`config.mk`:
```
export PLATFORM = sky130hd
export DESIGN_NAME = btrd_ctrl
export DESIGN_NICKNAME = d
export VERILOG_FILES = /design/src/hdl/btrd_pkg.sv /design/src/hdl/btrd_ctrl.sv
export SDC_FILE = /design/constraint.sdc
export NUM_CORES = 1
export LEC_CHECK = 0
export BUFFER_PORTS_ARGS = -buffer_cell sky130_fd_sc_hd__buf_2
export CORE_AREA = 2 2 39 41
export CTS_CLUSTER_DIAMETER = 120
export CTS_CLUSTER_SIZE = 25
export DETAILED_ROUTE_END_ITERATION = 6
export DIE_AREA = 0 0 41 43
export PLACE_DENSITY = 0.55
export RECOVER_POWER = 100
export SLEW_MARGIN = 20
export SYNTH_ARGS = -nofsm -noshare
export SYNTH_HDL_FRONTEND = slang
export SYNTH_SLANG_ARGS = --single-unit
```
`constraint.sdc`:
```
create_clock -name clock -period 3.08 [get_ports clock]
set_input_delay 0.462 -clock clock [delete_from_list [all_inputs] [get_ports clock]]
set_output_delay 0.462 -clock clock [all_outputs]
set_load 0.01 [all_outputs]
```
`src/hdl/btrd_pkg.sv`:
```
// shared types and constants of the bit tree range decoder
`default_nettype none

package btrd_pkg;

   localparam int PROB_W      = 15;
   localparam int PROB_BITS   = 15;
   localparam int TABLE_DEPTH = 256;
   localparam int NODE_W      = 9;
   localparam int WIN_BYTES   = 16;
   localparam int USED_W      = 5;

   localparam logic FUNC_LOAD   = 1'b0;
   localparam logic FUNC_DECODE = 1'b1;

   localparam logic [31:0] SPAN_FLOOR = 32'h0100_0000;

   typedef struct packed {
      logic start;
      logic wr;
      logic mul;
      logic upd;
      logic out_load;
   } btrd_cmd_type;

endpackage

`default_nettype wire

```
`src/hdl/btrd_ctrl.sv`:
```
// controller state machine of the bit tree range decoder
`default_nettype none

module btrd_ctrl #(
   parameter int TREE_LEVELS = 8
) (
   input  wire logic                  clock,
   input  wire logic                  reset,
   input  wire logic                  req_valid,
   input  wire logic                  req_func,
   output logic                       req_stall,
   output logic                       rsp_valid,
   input  wire logic                  rsp_stall,
   output btrd_pkg::btrd_cmd_type     cmd
);
   import btrd_pkg::*;

   localparam int LVL_W = (TREE_LEVELS > 1) ? $clog2(TREE_LEVELS) : 1;

   typedef enum logic [1:0] {
      ST_IDLE,
      ST_MUL,
      ST_UPD,
      ST_DONE
   } state_type;

   state_type        state_ff, state_in;
   logic [LVL_W-1:0] level_ff, level_in;
   logic             rsp_valid_ff, rsp_valid_in;
   logic             last_level;
   logic             out_free;

   assign last_level = (level_ff == LVL_W'(TREE_LEVELS - 1));
   assign out_free   = !rsp_valid_ff || !rsp_stall;

   always_comb begin
      state_in     = state_ff;
      level_in     = level_ff;
      cmd          = '0;
      case (state_ff)
         ST_IDLE: begin
            if (req_valid) begin
               if (req_func == FUNC_DECODE) begin
                  cmd.start = 1'b1;
                  level_in  = '0;
                  state_in  = ST_MUL;
               end else begin
                  cmd.wr = 1'b1;
               end
            end
         end
         ST_MUL: begin
            cmd.mul  = 1'b1;
            state_in = ST_UPD;
         end
         ST_UPD: begin
            cmd.upd = 1'b1;
            if (last_level) begin
               state_in = ST_DONE;
            end else begin
               level_in = level_ff + LVL_W'(1);
               state_in = ST_MUL;
            end
         end
         ST_DONE: begin
            if (out_free) begin
               cmd.out_load = 1'b1;
               state_in     = ST_IDLE;
            end
         end
         default: begin
            state_in = ST_IDLE;
         end
      endcase
      if (cmd.out_load) begin
         rsp_valid_in = 1'b1;
      end else begin
         rsp_valid_in = rsp_valid_ff && rsp_stall;
      end
   end

   always_ff @(posedge clock) begin
      if (reset) begin
         state_ff     <= ST_IDLE;
         level_ff     <= '0;
         rsp_valid_ff <= 1'b0;
      end else begin
         state_ff     <= state_in;
         level_ff     <= level_in;
         rsp_valid_ff <= rsp_valid_in;
      end
   end

   assign req_stall = (state_ff != ST_IDLE);
   assign rsp_valid = rsp_valid_ff;

endmodule

`default_nettype wire

```
==> results_dict.tcl, run 1 <==
set metrics [dict create \
    p_total_mw 0.174 \
    hold_violations 0 \
    nNetsFinal 52 \
    synth_xor_area_frac 0 \
    num_io_pins 12 \
    route.detailed.drc 0 \
    finClkSkew_ns 0.000433 \
    synthSimpleGateAreaFrac 0.263 \
    die_w_um 41 \
    power_density_nw_per_um2 450 \
    clockBufferDepth 2 \
    grt_max_degree 9 \
    cap_viol_max_count 0 \
    synthMuxAreaShare 0.0478 \
    most-common-layout-cells "7 x clkbuf_1, 6 x dfxtp_1, 4 x a21oi_1, 4 x buf_2, 3 x clkbuf_4" \
    avgSynthCellArea_um2 10.8 \
    synth_compound_area_frac 0.215 \
    ys_warn_count 0 \
    area_growth_syn_to_layout_pct 23.1 \
    synth_top_family_by_area "simple AND/OR/NAND/NOR gates" \
    dieArea_um2 1760 \
    overflow 0 \
    cts_hold_buf 0 \
    final_area_um2 387 \
    synth_adder_area_share 0.0797 \
    cts_root_buffer "clkbuf_4" \
    leakage_nw 0.162 \
    setup_viol 0 \
    layout_commonest_cell "clkbuf_1" \
    rows 14 \
    drt-pass1-iter-count 2 \
    wirelength_um 637 \
    cp.arrival_ns 1.27 \
    initial_core_util 0.227 \
    drtAntennaViolNets 0 \
    holdPathStages 2 \
    ys_ff_latch 6 \
    hp-start "reset" \
    fin_crit_ns 1.73 \
    max_freq_mhz 578 \
    synthCells 29 \
    via_per_inst 4.20 \
    synth_edf_count 0 \
    fin_util 0.279 \
    ys_seq_area_frac 0.382 \
    rsz0062_at_grt "no" \
    synth_area_um2 314 \
    crit_type "reg -> out" \
    drive_above_1_share 0.326 \
    cts.sinks 6 \
    postCtsSetupBuffers 0 \
    die_height_um 43 \
    wl_per_cell_um 10.8 \
    nFillCells 152 \
    hpwl_um 458 \
    run_status "finished clean" \
    cp-end-kind "primary output" \
    worstPathMaxFanout 7 \
    crit_start "state_ff[0]$_SDFFE_PP0P_" \
    grt_antenna_before_repair 0 \
    synth_async_sr_flop_share 0 \
    grt_pass1_vias 204 \
    start_kind "register" \
    yosysUniqueCellTypes 18 \
    slew_violations 0 \
    antenna_cells 0 \
    synth_nets 36 \
    core_um2 1380 \
    cts_tree "built" \
    worst_pin_slew_ns 0.380 \
    clk_latency_ns 0.24 \
    io_buffers 11 \
    holdCritPathClass "in -> reg" \
    cts-resized-gates 0 \
    gp_congestion 0.611 \
    postPlaceCellArea_um2 389 \
    dr.first_iter.drc_count 3 \
    vias 248 \
    htreeDepth 1 \
    hold_ws_ns 0.463 \
    clk_pin_slew_ns 0.04 \
    grt_usage 0.0806 \
    reg2reg_depth 5 \
    reg2reg_from "level_ff[0]$_SDFFE_PP0P_" \
    vdd.ir_drop.worst_mv 0.186 \
    relSlewSlack 0.745 \
    grt_pass1_wl_um 897 \
    cp.required_ns 2.62 \
    final.setup.tns_ns 0 \
    yosys_most_used_dff "dfxtp_1" \
    fin_crit_sh 0.562 \
    cts_buffers 3 \
]
[final cells by class]
cell class	instances	area, um2	share of cell area
clock buffer	3	22.5	0.0583
inverter	1	3.75	0.00971
multi-input combinational	22	174	0.450
sequential	6	120	0.311
tap	16	20.0	0.0518
timing repair buffer	11	46.3	0.120
[state kept, by name, indices dropped and copies added (netlist names)]
signal / cells
rsp_valid: 1
state_ff: 2
level_ff: 3
[routing by layer]
layer	GRT usage	vias up	wire (um)
met1	0.117	100	345
li1	-	134	-
met5	0	-	0
met4	0.0400	0	0
met3	0.0628	0	89
met2	0.0813	14	202
[worst max-delay path, stage by stage, from the launching register on]
cell,delay (ns)
dfxtp_1,0.35
or2_2,0.32
nor3b_1,0.19
clkbuf_1,0.17
[path summary, 6_finish.rpt]
kind                            slack (ns)                        to
worst max-delay path                  1.35                    cmd[3]
worst max register to register        1.73  level_ff[2]$_SDFFE_PP0P_
worst min-delay path                  0.46  state_ff[0]$_SDFFE_PP0P_
worst min register to register        0.49  level_ff[1]$_SDFFE_PP0P_
[cells by family after synthesis]
logic type / count (synthesis)
simple gates: 11
compound gates: 8
flops: 6
fa+ha+maj: 2
buf+inv: 1
mux: 1
[stage by stage]
stage	worst slack (ns)	std cells
4_1_cts	1.37	59
5_1_grt	1.24	59
6_report	1.35	59
2_1_floorplan	1.61	29
3_3_place_gp	1.65	56
3_5_place_dp	1.64	56
[cell usage after synthesis (all sizes together), types with 2 or more instances]
master	instances	share of area
a21oi	4	0.064
a22o	2	0.064
and2b	2	0.060
dfxtp	6	0.38
ha	2	0.080
nand2	2	0.024
nor3b	2	0.064
[power by group]
part	leakage (nW)	total (mW)	internal (mW)	switching (mW)
combinational	0.0993	0.0200	0.00983	0.0102
sequential	0.0486	0.0819	0.0797	0.00217
clock	0.0138	0.0722	0.0441	0.0282
(Power assumes the default switching activity.)
==> run 2: changes to the inputs <==
--- a/config.mk
+++ b/config.mk
@@ -5,13 +5,14 @@
 export SDC_FILE = /design/constraint.sdc
 export NUM_CORES = 1
 export LEC_CHECK = 0
+export ABC_AREA = 1
 export BUFFER_PORTS_ARGS = -buffer_cell sky130_fd_sc_hd__buf_2
 export CORE_AREA = 2 2 39 41
 export CTS_CLUSTER_DIAMETER = 120
 export CTS_CLUSTER_SIZE = 25
 export DETAILED_ROUTE_END_ITERATION = 6
 export DIE_AREA = 0 0 41 43
-export PLACE_DENSITY = 0.55
+export PLACE_DENSITY = 0.58
 export RECOVER_POWER = 100
 export SLEW_MARGIN = 20
 export SYNTH_ARGS = -nofsm -noshare
==> constraint.sdc (replaced) <==
create_clock -name clock -period 1.49 [get_ports clock]
set_input_delay 0.2235 -clock clock [delete_from_list [all_inputs] [get_ports clock]]
set_output_delay 0.2235 -clock clock [all_outputs]
set_load 0.01 [all_outputs]
==> run 2 against run 1 <==
Net effect:
- total power up 130%
- clock skew rose by 0.0045 ns
- worst hold slack worse by 0.27 ns
- critical path depth rose by 3
==> results_dict.tcl, run 2 <==
set metrics [dict create \
    die_w_um 41 \
    cts_tree "built" \
    synth_top_family_by_area "simple AND/OR/NAND/NOR gates" \
    netlist_top_cells_area "dfxtp_1 37%, nor2_1 18%, nand2_1 14%, inv_1 10%, ha_1 7.7%" \
    p_int_mw 0.290 \
    relSlewSlack 0.858 \
    drt-pass1-iter-count 4 \
    cp-end-kind "register" \
    cpMaxStageDelayCell "dfxtp_1" \
    holdCritPathClass "in -> reg" \
    overflow 0 \
    final.setup.tns_ns 0 \
    synthMuxAreaShare 0 \
    synth_compound_area_frac 0.0613 \
    grt_antenna_before_repair 0 \
    route.detailed.drc 0 \
    synthSimpleGateAreaFrac 0.391 \
    gp_congestion 0.705 \
    synth_adder_area_share 0.0766 \
    setup_viol 0 \
    finalWorstSetupSlack_ns 0.172 \
    p_total_mw 0.401 \
    yosysMostFrequentCell "nor2_1" \
    finClkSkew_ns 0.00495 \
    drtAntennaViolNets 0 \
    io_buffers 11 \
    clk_latency_ns 0.25 \
    largest-register "level_ff" \
    via_per_inst 4.17 \
    yosysUniqueCellTypes 9 \
    start_kind "register" \
    grt_pass1_wl_um 993 \
    run_status "finished clean" \
    vdd.ir_drop.worst_mv 0.244 \
    area_growth_syn_to_layout_pct 28.4 \
    htreeDepth 1 \
    ys_warn_count 0 \
    cts_hold_buf 0 \
    nNetsFinal 76 \
    cts.sinks 6 \
    initial_core_util 0.236 \
    hpwl_um 528 \
    layout_commonest_cell "nor2_1" \
    rows 14 \
    max_stage_delay_ns 0.32 \
    fin_crit_sh 0.884 \
    clockBufferDepth 2 \
    synth_async_sr_flop_share 0 \
    cts_root_buffer "clkbuf_4" \
    vias 346 \
    slew_violations 0 \
    cap_viol_max_count 0 \
    fin_crit_ns 1.32 \
    core_um2 1380 \
    synth_area_um2 327 \
    yosys_most_used_dff "dfxtp_1" \
    avgSynthCellArea_um2 6.16 \
    rsz0062_at_grt "no" \
    worstPathMaxFanout 4 \
    grt_pass1_vias 273 \
    synth_xor_area_frac 0 \
    largest_reg_flops 3 \
    grt_usage 0.0843 \
    max_freq_mhz 759 \
    num_io_pins 12 \
    antenna_cells 0 \
    dp_slack_ns 0.128 \
    crit_type "reg -> reg" \
    dr.first_iter.drc_count 20 \
    most-common-layout-cells "16 x nor2_1, 12 x nand2_1, 9 x inv_1" \
    hold_ws_ns 0.197 \
    die_height_um 43 \
    crit_chain "ha_1, ha_1, a21oi_2, nand2_1, nor2_1, nor2_1" \
    worst_pin_slew_ns 0.212 \
    synth_nets 60 \
    dieArea_um2 1760 \
    cts_buffers 3 \
    wirelength_um 679 \
    drive_above_1_share 0.119 \
    clkPwrFrac 0.382 \
    cp.arrival_ns 1.46 \
    synth_commonest_cells "16 x nor2_1, 12 x nand2_1, 9 x inv_1" \
    ys_ff_latch 6 \
    synth_top_area_frac 0.368 \
    synth_top_cell_by_area "dfxtp_1" \
    wl_per_cell_um 8.18 \
    postCtsSetupBuffers 0 \
    grt_max_degree 7 \
    switching_share 0.277 \
    p_sw_mw 0.111 \
    combPwrFrac 0.169 \
    ys_seq_area_frac 0.368 \
    leakage_nw 0.216 \
    cp.required_ns 1.63 \
    synth_edf_count 0 \
    clk_pin_slew_ns 0.05 \
    hold_violations 0 \
    power_density_nw_per_um2 956 \
    synthCells 53 \
    seqPwrFrac 0.449 \
    fin_util 0.303 \
]
-- run 2: cell count changes after synthesis, sizes merged --
cell,change
o21a,-1
a22o,-2
nor2,+15
or2,-1
nand3b,+1
nand2,+10
inv,+8
a211oi,-1
nor3b,-2
mux2,-1
and4bb,-1
and2b,-2
nor3,+1
-- run 2: final timing paths --
path,end,depth (start not counted),slack (ns),start
max,level_ff[1]$_SDFFE_PP0P_,6,0.17,level_ff[0]$_SDFFE_PP0P_
min,rsp_valid$_SDFF_PP0_,2,0.20,reset
max reg2reg,level_ff[1]$_SDFFE_PP0P_,6,0.17,level_ff[0]$_SDFFE_PP0P_
min reg2reg,rsp_valid$_SDFF_PP0_,2,0.51,rsp_valid$_SDFF_PP0_
-- run 2: final cells by class --
class / instances / area [um2]
inverter: 9 / 33.8
sequential: 6 / 120
tap: 16 / 20.0
fill: 153 / 965
timing repair buffer: 11 / 46.3
multi-input combinational: 38 / 176
clock buffer: 3 / 22.5
-- run 2: repair_timing --
item	CTS	global route
endpoints found under the setup margin	0	1
endpoints found under the hold margin	0	0
resized for setup	0	1
-- run 2: critical path: cells and delay by family (launching register included) --
| kind | cells | cell delay (ns) |
|---|---|---|
| flip-flops | 1 | 0.32 |
| adder cells (fa/ha/maj) | 2 | 0.42 |
| AO/OA/AOI/OAI | 1 | 0.19 |
| AND/OR/NAND/NOR | 3 | 0.29 |
-- run 2: through the flow --
stage | area (um2) | instances
after floorplan | 327 | 53
after global placement | 402 | 80
after detailed placement | 402 | 80
after CTS | 424 | 83
after global routing | 419 | 83
final | 419 | 83
-- run 2: metal layers --
layer | up-vias | GRT usage | wire length [um]
met2 | 9 | 0.122 | 305
li1 | 193 | - | -
met4 | 0 | 0.0600 | 0
met3 | 0 | 0.0314 | 42
met1 | 144 | 0.0962 | 331
met5 | - | 0 | 0
-- run 2: power by group through the flow --
stage	Combinational (mW)	Sequential (mW)	Clock (mW)
after floorplan	0.0483	0.180	0
after global placement	0.0685	0.182	0
after detailed placement	0.0693	0.183	0
after CTS	0.0695	0.180	0.159
after global routing	0.0791	0.181	0.170
final	0.0675	0.180	0.153
-- run 2: kinds of logic (layout without fill, tap and decap cells) --
logic type      Yosys count  count (layout)
simple gates             32              32
buf+inv                   9              23
flops                     6               6
compound gates            4               4
fa+ha+maj                 2               2
